==> config.mk <==
export PLATFORM = sky130hd
export DESIGN_NAME = rcdc_ram
export DESIGN_NICKNAME = d
export VERILOG_FILES = /design/src/rtl/rcdc_ram.sv
export SDC_FILE = /design/constraint.sdc
export NUM_CORES = 1
export LEC_CHECK = 0
export ABC_AREA = 1
export BUFFER_PORTS_ARGS = -buffer_cell sky130_fd_sc_hd__buf_4
export CORE_ASPECT_RATIO = 0.6
export CORE_MARGIN = 5
export CORE_UTILIZATION = 55
export CTS_CLUSTER_SIZE = 30
export DETAILED_ROUTE_END_ITERATION = 7
export PLACE_DENSITY = 0.74
export SLEW_MARGIN = 20
export SYNTH_ARGS = -nofsm -noshare
export SYNTH_HDL_FRONTEND = slang
export SYNTH_SLANG_ARGS = --single-unit
==> constraint.sdc <==
create_clock -name clk -period 1.2 [get_ports clk]
set_input_delay 0.24 -clock clk [delete_from_list [all_inputs] [get_ports clk]]
set_output_delay 0.24 -clock clk [all_outputs]
set_load 0.03 [all_outputs]
==> src/rtl/rcdc_ram.sv <==
`timescale 1ns / 1ps
// ----------------------------------------------------------------------------
// rcdc_ram: generic simple dual-port RAM
// One write port and one read port, read data registered.
// ----------------------------------------------------------------------------
module rcdc_ram #(
  parameter int WIDTH = 8,
  parameter int DEPTH = 16
) (
  input  logic                     clk,
  input  logic                     we,
  input  logic [$clog2(DEPTH)-1:0] waddr,
  input  logic [WIDTH-1:0]         wdata,
  input  logic [$clog2(DEPTH)-1:0] raddr,
  output logic [WIDTH-1:0]         rdata
);

  logic [WIDTH-1:0] mem [DEPTH];

  always_ff @(posedge clk) begin
    if (we) begin
      mem[waddr] <= wdata;
    end
    rdata <= mem[raddr];
  end

endmodule

==> results.sh, run 1 <==
export IMPL_clkSlewWorstSetupHoldPaths_ns=0.05
export IMPL_drc=0
export IMPL_clk_path_buf_depth=2
export IMPL_tightest_slew_ns=0.308
export IMPL_cp_arrival_ns=0.91
export IMPL_cp_start_kind="flop"
export IMPL_power_density_nw_per_um2=1690
export IMPL_ys_seq_area_frac=0.694
export IMPL_gr_total_overflow=0
export IMPL_drt_antenna_violating_nets=0
export IMPL_min_period_over_period=0.960
export IMPL_synth_area_leader_cell="edfxtp_1"
export IMPL_die_w_um=142
export IMPL_slew_viol_final=0
export IMPL_synth_seq_cells=136
export IMPL_pwr_share_seq=0.463
export IMPL_slowest_stage="dfxtp_1"
export IMPL_switchingPower_mw=2.35
export IMPL_p_int_mw=9.23
export IMPL_placeableCoreArea_um2=10100
export IMPL_setup_viol=0
export IMPL_endpoint_kind="primary output"
export IMPL_drive_above_1_share=0.137
export IMPL_syn_num_nets=569
export IMPL_hp_class="in -> reg"
export IMPL_clock_power_share=0.468
export IMPL_synth_distinct_cells=12
export IMPL_timing_max_cap_violations=0
export IMPL_rsz0062_at_grt="no"
export IMPL_hold_viol=0
export IMPL_grt_pass1_vias=3851
export IMPL_total_power_mw=11.6
export IMPL_pin_count=26
export IMPL_area_delta_synth_final_pct=19.0
export IMPL_cts_sink_count=136
export IMPL_diodes=0
export IMPL_fillers=771
export IMPL_die_area_um2=12700
export IMPL_port_buffers=25
export IMPL_synth_avg_cell_area_um2=10.5
export IMPL_track_usage=0.240
export IMPL_cp_data_required_time_ns=0.96
export IMPL_period_minus_slack_ns=1.15
export IMPL_synth_area_um2=5770
export IMPL_ir_worst_vdd_v=0.00130
export IMPL_place_congestion=0.873
export IMPL_ys_top_cells_by_area="edfxtp_1 (67%), nand2_1 (11%), nand3_1 (8.4%)"
export IMPL_path_cells="buf_4"
export IMPL_die_h_um=89.3
export IMPL_totalWireLength_um=14100
export IMPL_root_buffer="clkbuf_16"
export IMPL_ys_warn_count=0
export IMPL_critPathBufInv=1
export IMPL_switching_share=0.203
export IMPL_share_comb_of_total_power=0.070
export IMPL_wl_per_cell_um=18.9
export IMPL_final_common_cell="nand2_1"
export IMPL_criticalPathCategory="reg -> out"
export IMPL_start_util=0.574
export IMPL_dr_pass1_iters=6
export IMPL_multiInputGateArea_um2=1210
export IMPL_synth_top_area_share=0.667
export IMPL_grt_max_degree=65
export IMPL_cts_tree="done"
export IMPL_crit_family="flip-flops"
export IMPL_post_drt_via_cell_ratio=5.40
export IMPL_cts_buffers=17
export IMPL_leakage_nw=3.01
export IMPL_final_util=0.683
export IMPL_synth_cells=551
export IMPL_ff_latch_area_um2=4010
export IMPL_nNetsFinal=618
export IMPL_grt_pass1_wl_um=21700
export IMPL_final_cell_mix="nand2_1 (173), edfxtp_1 (128), inv_1 (100), nand3_1 (97), buf_4 (47)"
export IMPL_rows=28
export IMPL_cp_max_fo=1
export IMPL_htree_levels=4
export IMPL_fmax_mhz=869
export IMPL_clock_latency_ns=0.41
export IMPL_hpwl_um=9050
export IMPL_hold_buffers=0
export IMPL_slowest_delay_ns=0.34
export IMPL_finClkSkew_ns=0.00562
export IMPL_grt_antenna_before_repair=0
export IMPL_relSlewSlack=0.794
export IMPL_vias=4037
export IMPL_drt_iter0_drc=598
export IMPL_status="finished, final reports clean"
-- power groups by stage --
| stage | Combinational (mW) | Clock (mW) | Sequential (mW) |
|---|---|---|---|
| after floorplan | 0.375 | 0 | 5.50 |
| after global placement | 0.765 | 0 | 5.44 |
| after detailed placement | 0.782 | 0 | 5.45 |
| after CTS | 0.796 | 5.46 | 5.35 |
| after global routing | 0.870 | 5.70 | 5.36 |
| final | 0.805 | 5.42 | 5.36 |
-- per-stage QoR --
stage | setup slack [ns] | TNS (ns) | instance area [um2] | hold WS, ns | cells
2_1_floorplan | 0.00916 | 0 | 5770 | 0.339 | 551
3_3_place_gp | -0.120 | -7.45 | 6240 | 0.580 | 716
3_5_place_dp | -0.151 | -8.45 | 6240 | 0.586 | 716
4_1_cts | 0.00800 | 0 | 6860 | 0.160 | 747
5_1_grt | 0.0151 | 0 | 6860 | 0.178 | 747
6_report | 0.0486 | 0 | 6860 | 0.170 | 747
-- path summary, 6_finish.rpt --
| kind | startpoint | to | slack, ns | cells past startpoint |
|---|---|---|---|---|
| setup reg to reg | mem[13][6]$_DFFE_PP_ | rdata[6]$_DFF_P_ | 0.14 | 6 |
| hold / removal | raddr[3] | rdata[6]$_DFF_P_ | 0.17 | 3 |
| hold reg to reg | mem[7][2]$_DFFE_PP_ | rdata[2]$_DFF_P_ | 0.69 | 6 |
| setup / recovery | rdata[5]$_DFF_P_ | rdata[5] | 0.05 | 1 |
-- final cells by class --
type | count | area share
Clock inverter | 10 | 0.0257
Timing Repair Buffer | 54 | 0.0693
Clock buffer | 21 | 0.0642
Tap cell | 135 | 0.0246
Sequential cell | 136 | 0.584
Multi-Input combinational cell | 289 | 0.177
Inverter | 102 | 0.0558
-- synth_stat cells --
library cell    n
buf_1           1
buf_2          13
buf_4           4
buf_6           6
dfxtp_1         8
edfxtp_1      128
inv_1         100
inv_2           2
nand2_1       173
nand3_1        97
nand3b_1        2
nor2_1         17
-- cells by family (layout without fill, tap and decap cells) --
family / count (synthesis) / count (layout) / share of synthesized area
buf+inv: 126 / 187 / 0.0952
flops: 136 / 136 / 0.694
simple gates: 289 / 289 / 0.210
-- worst reg2reg max path, cell delays in order, from the launching register on --
cell	delay [ns]
edfxtp_1	0.35
inv_1	0.08
nand2_1	0.06
nand3_1	0.20
nand3_1	0.11
nand3_1	0.10
nand2_1	0.05
-- repair_timing --
action | in CTS | in global routing
endpoints found under the hold margin | 0 | 0
buffers inserted | 0 | 0
gates resized for setup | 3 | 1
setup endpoints to repair | 2 | 1
-- sequential cells by signal, indices dropped and copies added (netlist names) --
name / cells
mem: 128
rdata: 8
-- layer usage --
layer / GRT usage / vias up / wire length [um]
li1: - / 1871 / -
met1: 0.346 / 1922 / 5970
met2: 0.362 / 231 / 6280
met3: 0.0652 / 13 / 1760
met4: 0.0706 / 0 / 105
met5: 0 / - / 0
Note: power is estimated with default switching activity, not from simulation.
==> inputs of run 2 (changes only) <==
--- a/config.mk
+++ b/config.mk
@@ -12,7 +12,7 @@
 export CORE_UTILIZATION = 55
 export CTS_CLUSTER_SIZE = 30
 export DETAILED_ROUTE_END_ITERATION = 7
-export PLACE_DENSITY = 0.74
+export PLACE_DENSITY = 0.71
 export SLEW_MARGIN = 20
 export SYNTH_ARGS = -nofsm -noshare
 export SYNTH_HDL_FRONTEND = slang
==> constraint.sdc (replaced) <==
create_clock -name clk -period 1.5 [get_ports clk]
set_input_delay 0.3 -clock clk [delete_from_list [all_inputs] [get_ports clk]]
set_output_delay 0.3 -clock clk [all_outputs]
set_load 0.03 [all_outputs]
==> run 2 against run 1 <==
Compared with the run above:
- via count down 0.74%
- non-clock buffer count rose by 6
- global-route usage fell by 0.86 points
- first-iteration DRC count shrank 32%
- critical endpoint is now rdata[1]
- cell count grew 0.94%
- register-to-register slack better by 0.32 ns
- die area did not move
- sequential cell count did not move
==> results.sh, run 2 (synthesized netlist as in run 1, its figures left out) <==
export IMPL_reg_top3="mem x128, rdata x8"
export IMPL_finClkSkew_ns=0.00826
export IMPL_clkSlewWorstSetupHoldPaths_ns=0.06
export IMPL_critPathBufInv=1
export IMPL_tightest_slew_ns=0.356
export IMPL_status="finished, final reports clean"
export IMPL_start_util=0.574
export IMPL_criticalPathCategory="reg -> out"
export IMPL_rsz0062_at_grt="no"
export IMPL_post_drt_via_cell_ratio=5.31
export IMPL_final_util=0.681
export IMPL_relSlewSlack=0.763
export IMPL_slew_viol_final=0
export IMPL_drive_above_1_share=0.149
export IMPL_grt_antenna_before_repair=0
export IMPL_min_period_over_period=0.832
export IMPL_clock_latency_ns=0.42
export IMPL_crit_start="rdata[1]$_DFF_P_"
export IMPL_ir_worst_vdd_v=0.000928
export IMPL_hold_buffers=0
export IMPL_die_h_um=89.3
export IMPL_dpl_cell_count=722
export IMPL_slowest_stage="dfxtp_1"
export IMPL_path_cells="buf_4"
export IMPL_largest_register="mem"
export IMPL_setup_viol=0
export IMPL_drt_antenna_violating_nets=0
export IMPL_placeableCoreArea_um2=10100
export IMPL_wl_per_cell_um=18.1
export IMPL_cts_tree="done"
export IMPL_grt_max_degree=48
export IMPL_htree_levels=4
export IMPL_dr_pass1_iters=5
export IMPL_rows=28
export IMPL_area_delta_synth_final_pct=18.7
export IMPL_r2r_start="mem[11][5]$_DFFE_PP_"
export IMPL_drt_iter0_drc=407
export IMPL_totalWireLength_um=13600
export IMPL_largest_reg_flops=128
export IMPL_fmax_mhz=801
export IMPL_leakage_nw=3.01
export IMPL_cts_setup_buffers=0
export IMPL_place_congestion=0.902
export IMPL_endpoint_kind="primary output"
export IMPL_drc=0
export IMPL_cp_start_kind="flop"
export IMPL_cp_data_required_time_ns=1.20
export IMPL_gr_total_overflow=0
export IMPL_nNetsFinal=624
export IMPL_port_buffers=25
export IMPL_cts_sink_count=136
export IMPL_timing_max_cap_violations=0
export IMPL_fin_hold_ws_ns=0.211
export IMPL_die_area_um2=12700
export IMPL_diodes=0
export IMPL_pin_count=26
export IMPL_hp_class="in -> reg"
export IMPL_fillers=769
export IMPL_die_w_um=142
export IMPL_grt_pass1_wl_um=21200
export IMPL_cts_resized_gates=0
export IMPL_layout_cells_non_filler=754
export IMPL_cp_arrival_ns=0.95
export IMPL_setup_tns_ns=0
export IMPL_crit_family="flip-flops"
export IMPL_hold_start="wdata[1]"
export IMPL_cts_buffers=17
export IMPL_power_density_nw_per_um2=1310
export IMPL_root_buffer="clkbuf_16"
export IMPL_final_cell_mix="nand2_1 (173), edfxtp_1 (128), inv_1 (100), nand3_1 (97), buf_4 (56)"
export IMPL_cp_max_fo=1
export IMPL_clk_path_buf_depth=2
export IMPL_hold_viol=0
export IMPL_hpwl_um=8860
export IMPL_final_common_cell="nand2_1"
export IMPL_period_minus_slack_ns=1.25
export IMPL_grt_pass1_vias=3804
export IMPL_slowest_delay_ns=0.36
export IMPL_vias=4007
export IMPL_track_usage=0.231
## run 2: cell count changes in the layout (fill, tap and decap cells not counted), sizes merged
cell,previous run,this run
buf,54,60
clkbuf,21,17
bufinv,5,2
clkinvlp,1,4
clkinv,4,6
inv,102,105
## run 2: cell type report
type	instances	area [um2]	area share
sequential	136	4000	0.585
multi-input combinational	289	1210	0.177
timing repair buffer	60	500	0.0731
clock buffer	17	425	0.0621
inverter	102	383	0.0559
tap	135	169	0.0247
clock inverter	15	151	0.0221
## run 2: final timing paths
path | to | slack (ns) | cells past startpoint
max | rdata[1] | 0.25 | 1
min | mem[0][1]$_DFFE_PP_ | 0.21 | 1
max reg2reg | rdata[5]$_DFF_P_ | 0.46 | 6
min reg2reg | rdata[4]$_DFF_P_ | 0.66 | 6
## run 2: power by group
part	leakage [nW]	switching, mW	total [mW]	internal, mW
clock network	0.271	1.60	4.05	2.44
registers	1.22	0.0309	4.28	4.25
logic	1.51	0.415	0.623	0.208
## run 2: through the flow
step	setup slack (ns)	area, um2	total power [mW]
after floorplan	0.249	5770	4.70
after global placement	0.0691	6270	4.96
after detailed placement	0.0662	6270	4.97
after CTS	0.243	6850	9.00
after global routing	0.226	6850	9.23
final	0.252	6850	8.95
## run 2: per-layer routing
| metal | global-route usage | share of wire | vias to the layer above |
|---|---|---|---|
| met5 | 0 | 0 | - |
| met4 | 0.0801 | 0.013 | 0 |
| met3 | 0.0545 | 0.096 | 20 |
| met2 | 0.345 | 0.44 | 192 |
| met1 | 0.337 | 0.45 | 1913 |
| li1 | - | - | 1882 |
==> inputs of run 3 (changes only) <==
--- a/config.mk
+++ b/config.mk
@@ -5,14 +5,14 @@
 export SDC_FILE = /design/constraint.sdc
 export NUM_CORES = 1
 export LEC_CHECK = 0
-export ABC_AREA = 1
+export ABC_AREA = 0
 export BUFFER_PORTS_ARGS = -buffer_cell sky130_fd_sc_hd__buf_4
 export CORE_ASPECT_RATIO = 0.6
 export CORE_MARGIN = 5
-export CORE_UTILIZATION = 55
+export CORE_UTILIZATION = 54
 export CTS_CLUSTER_SIZE = 30
 export DETAILED_ROUTE_END_ITERATION = 7
-export PLACE_DENSITY = 0.71
+export PLACE_DENSITY = 0.73
 export SLEW_MARGIN = 20
 export SYNTH_ARGS = -nofsm -noshare
 export SYNTH_HDL_FRONTEND = slang
==> constraint.sdc (replaced) <==
create_clock -name clk -period 1.1 [get_ports clk]
set_input_delay 0.22 -clock clk [delete_from_list [all_inputs] [get_ports clk]]
set_output_delay 0.22 -clock clk [all_outputs]
set_load 0.03 [all_outputs]
==> run 3 against run 2 <==
Compared with the run above:
- the flow now finishes with violations (setup timing)
- cell area shrank 5.3%
- utilization increased by 2.2 points
- sequential share of layout area up 3.4 points
- area after synthesis down 11%
- combinational power rose by 19%
- worst hold slack lost 0.096 ns
- cell count decreased by 42%
- global-route usage is 4.7 points lower
- critical path type is now reg -> reg
- critical endpoint is now rdata[6]$_DFF_P_
==> results.sh, run 3 <==
export IMPL_ys_seq_area_frac=0.778
export IMPL_synth_common_cells="edfxtp_1 (128), mux4_2 (18), a22oi_1 (16)"
export IMPL_drive_above_1_share=0.450
export IMPL_finClkSkew_ns=0.00715
export IMPL_cts_setup_buffers=0
export IMPL_timing_max_cap_violations=0
export IMPL_setup_viol=8
export IMPL_synth_cells=229
export IMPL_area_delta_synth_final_pct=25.9
export IMPL_grt_antenna_before_repair=0
export IMPL_slowest_delay_ns=0.50
export IMPL_start_util=0.558
export IMPL_wl_per_cell_um=21.8
export IMPL_synth_top_area_share=0.747
export IMPL_final_common_cell="edfxtp_1"
export IMPL_htree_levels=4
export IMPL_synth_distinct_cells=19
export IMPL_largest_register="mem"
export IMPL_relSlewSlack=0.402
export IMPL_status="finished, violations left"
export IMPL_drc=0
export IMPL_dr_pass1_iters=4
export IMPL_track_usage=0.184
export IMPL_slew_viol_final=0
export IMPL_final_cell_mix="edfxtp_1 (128), buf_4 (33), mux4_2 (32), clkbuf_16 (17), buf_12 (15)"
export IMPL_rows=27
export IMPL_gr_total_overflow=0
export IMPL_violations="setup timing"
export IMPL_cp_start_kind="flop"
export IMPL_die_h_um=85.6
export IMPL_clock_latency_ns=0.41
export IMPL_grt_pass1_wl_um=14700
export IMPL_place_ws_ns=-0.478
export IMPL_critPathBufInv=0
export IMPL_synth_avg_cell_area_um2=22.5
export IMPL_fmax_mhz=776
export IMPL_pin_count=26
export IMPL_min_period_over_period=1.17
export IMPL_hp_class="in -> reg"
export IMPL_placeableCoreArea_um2=9220
export IMPL_async_reset_ff_frac=0
export IMPL_fin_ws_ns=-0.188
export IMPL_place_congestion=0.762
export IMPL_total_power_mw=12.0
export IMPL_path_cells="mux4_2, a22oi_2, nand2_1"
export IMPL_endpoint_kind="flop"
export IMPL_ys_top_cells_by_area="edfxtp_1 (75%), mux4_2 (7.9%), mux4_1 (7.1%)"
export IMPL_criticalPathCategory="reg -> reg"
export IMPL_cp_data_required_time_ns=1.39
export IMPL_diodes=0
export IMPL_syn_num_nets=247
export IMPL_ys_warn_count=0
export IMPL_reg_top3="mem x128, rdata x8"
export IMPL_die_area_um2=11600
export IMPL_leakage_nw=2.17
export IMPL_post_synth_top_count_cell="edfxtp_1"
export IMPL_cts_buffers=17
export IMPL_clk_path_buf_depth=2
export IMPL_hold_buffers=0
export IMPL_tightest_slew_ns=0.893
export IMPL_synth_area_leader_cell="edfxtp_1"
export IMPL_hold_viol=0
export IMPL_largest_reg_flops=128
export IMPL_hpwl_um=6350
export IMPL_ir_worst_vdd_v=0.00117
export IMPL_root_buffer="clkbuf_16"
export IMPL_period_minus_slack_ns=1.29
export IMPL_power_density_nw_per_um2=1850
export IMPL_totalWireLength_um=9540
export IMPL_grt_pass1_vias=2594
export IMPL_synth_seq_cells=136
export IMPL_grt_max_degree=17
export IMPL_fillers=571
export IMPL_synth_edf_count=128
export IMPL_port_buffers=25
export IMPL_rsz0062_at_grt="yes"
export IMPL_clkSlewWorstSetupHoldPaths_ns=0.06
export IMPL_drt_antenna_violating_nets=0
export IMPL_nNetsFinal=312
export IMPL_cts_sink_count=136
export IMPL_vias=2461
export IMPL_cp_max_fo=1
export IMPL_crit_family="multiplexers"
export IMPL_cp_arrival_ns=1.57
export IMPL_synth_area_um2=5150
export IMPL_slowest_stage="mux4_2"
export IMPL_post_drt_via_cell_ratio=5.63
export IMPL_cts_tree="done"
export IMPL_drt_iter0_drc=210
export IMPL_synth_ff_type="edfxtp_1"
export IMPL_die_w_um=136
## run 3: cell types whose count changed in the layout (fill, tap and decap cells not counted), sizes merged, moves of 2 or more
| cell | delta |
|---|---|
| nor3 | +4 |
| inv | -105 |
| a22oi | +16 |
| nand2b | +2 |
| buf | -4 |
| mux4 | +32 |
| nor2 | -4 |
| nand3 | -96 |
| nand2 | -164 |
| clkbuf | +4 |
| clkinvlp | -3 |
## run 3: routing by layer
metal  vias up  global-route usage  share of wire
met3        13              0.0557          0.098
met5         -                   0              0
met2       100               0.275           0.48
met4         0              0.0714          0.012
met1      1261               0.257           0.41
li1       1087                   -              -
## run 3: area by class of cell
class | count | area [um2] | share of cell area
clock inverters | 11 | 130 | 0.0201
well taps | 130 | 163 | 0.0251
flip-flops and latches | 136 | 4010 | 0.619
repair buffers | 56 | 638 | 0.0984
clock buffers | 21 | 440 | 0.0679
multi-input cells | 83 | 1100 | 0.169
## run 3: final timing paths
kind	startpoint	to	slack [ns]	cells after the start
worst max register to register	mem[3][6]$_DFFE_PP_	rdata[6]$_DFF_P_	-0.19	3
worst min-delay path	wdata[1]	mem[0][1]$_DFFE_PP_	0.11	1
worst max-delay path	mem[3][6]$_DFFE_PP_	rdata[6]$_DFF_P_	-0.19	3
worst min register to register	mem[7][1]$_DFFE_PP_	rdata[1]$_DFF_P_	0.68	3
## run 3: through the flow
step | area (um2) | setup TNS (ns) | util | instances | hold WS [ns]
6_report | 6480 | -1.19 | 0.703 | 437 | 0.114
5_1_grt | 6480 | -1.66 | 0.703 | 437 | 0.113
4_1_cts | 6480 | -1.28 | 0.702 | 437 | 0.103
3_5_place_dp | 5860 | -35.69 | 0.636 | 405 | 0.528
3_3_place_gp | 5860 | -34.37 | 0.636 | 405 | 0.524
2_1_floorplan | 5210 | -13.55 | - | 229 | 0.319
## run 3: cell families after synthesis
family                 Yosys count  share of synthesized area
AO/OA/AOI/OAI                   16                     0.0233
buffers and inverters           10                     0.0168
flip-flops                     136                      0.778
multiplexers                    32                      0.150
AND/OR/NAND/NOR                 35                     0.0318
## run 3: what timing repair did
item / 4_1_cts / 5_1_grt
resized for setup: 15 / 4
endpoints found under the setup margin: 14 / 23
pin swaps: 0 / 1
## run 3: where the power goes
group	switching (mW)	internal [mW]
Sequential	0.0448	5.80
Clock	1.89	3.52
Combinational	0.386	0.355
Total	2.32	9.68
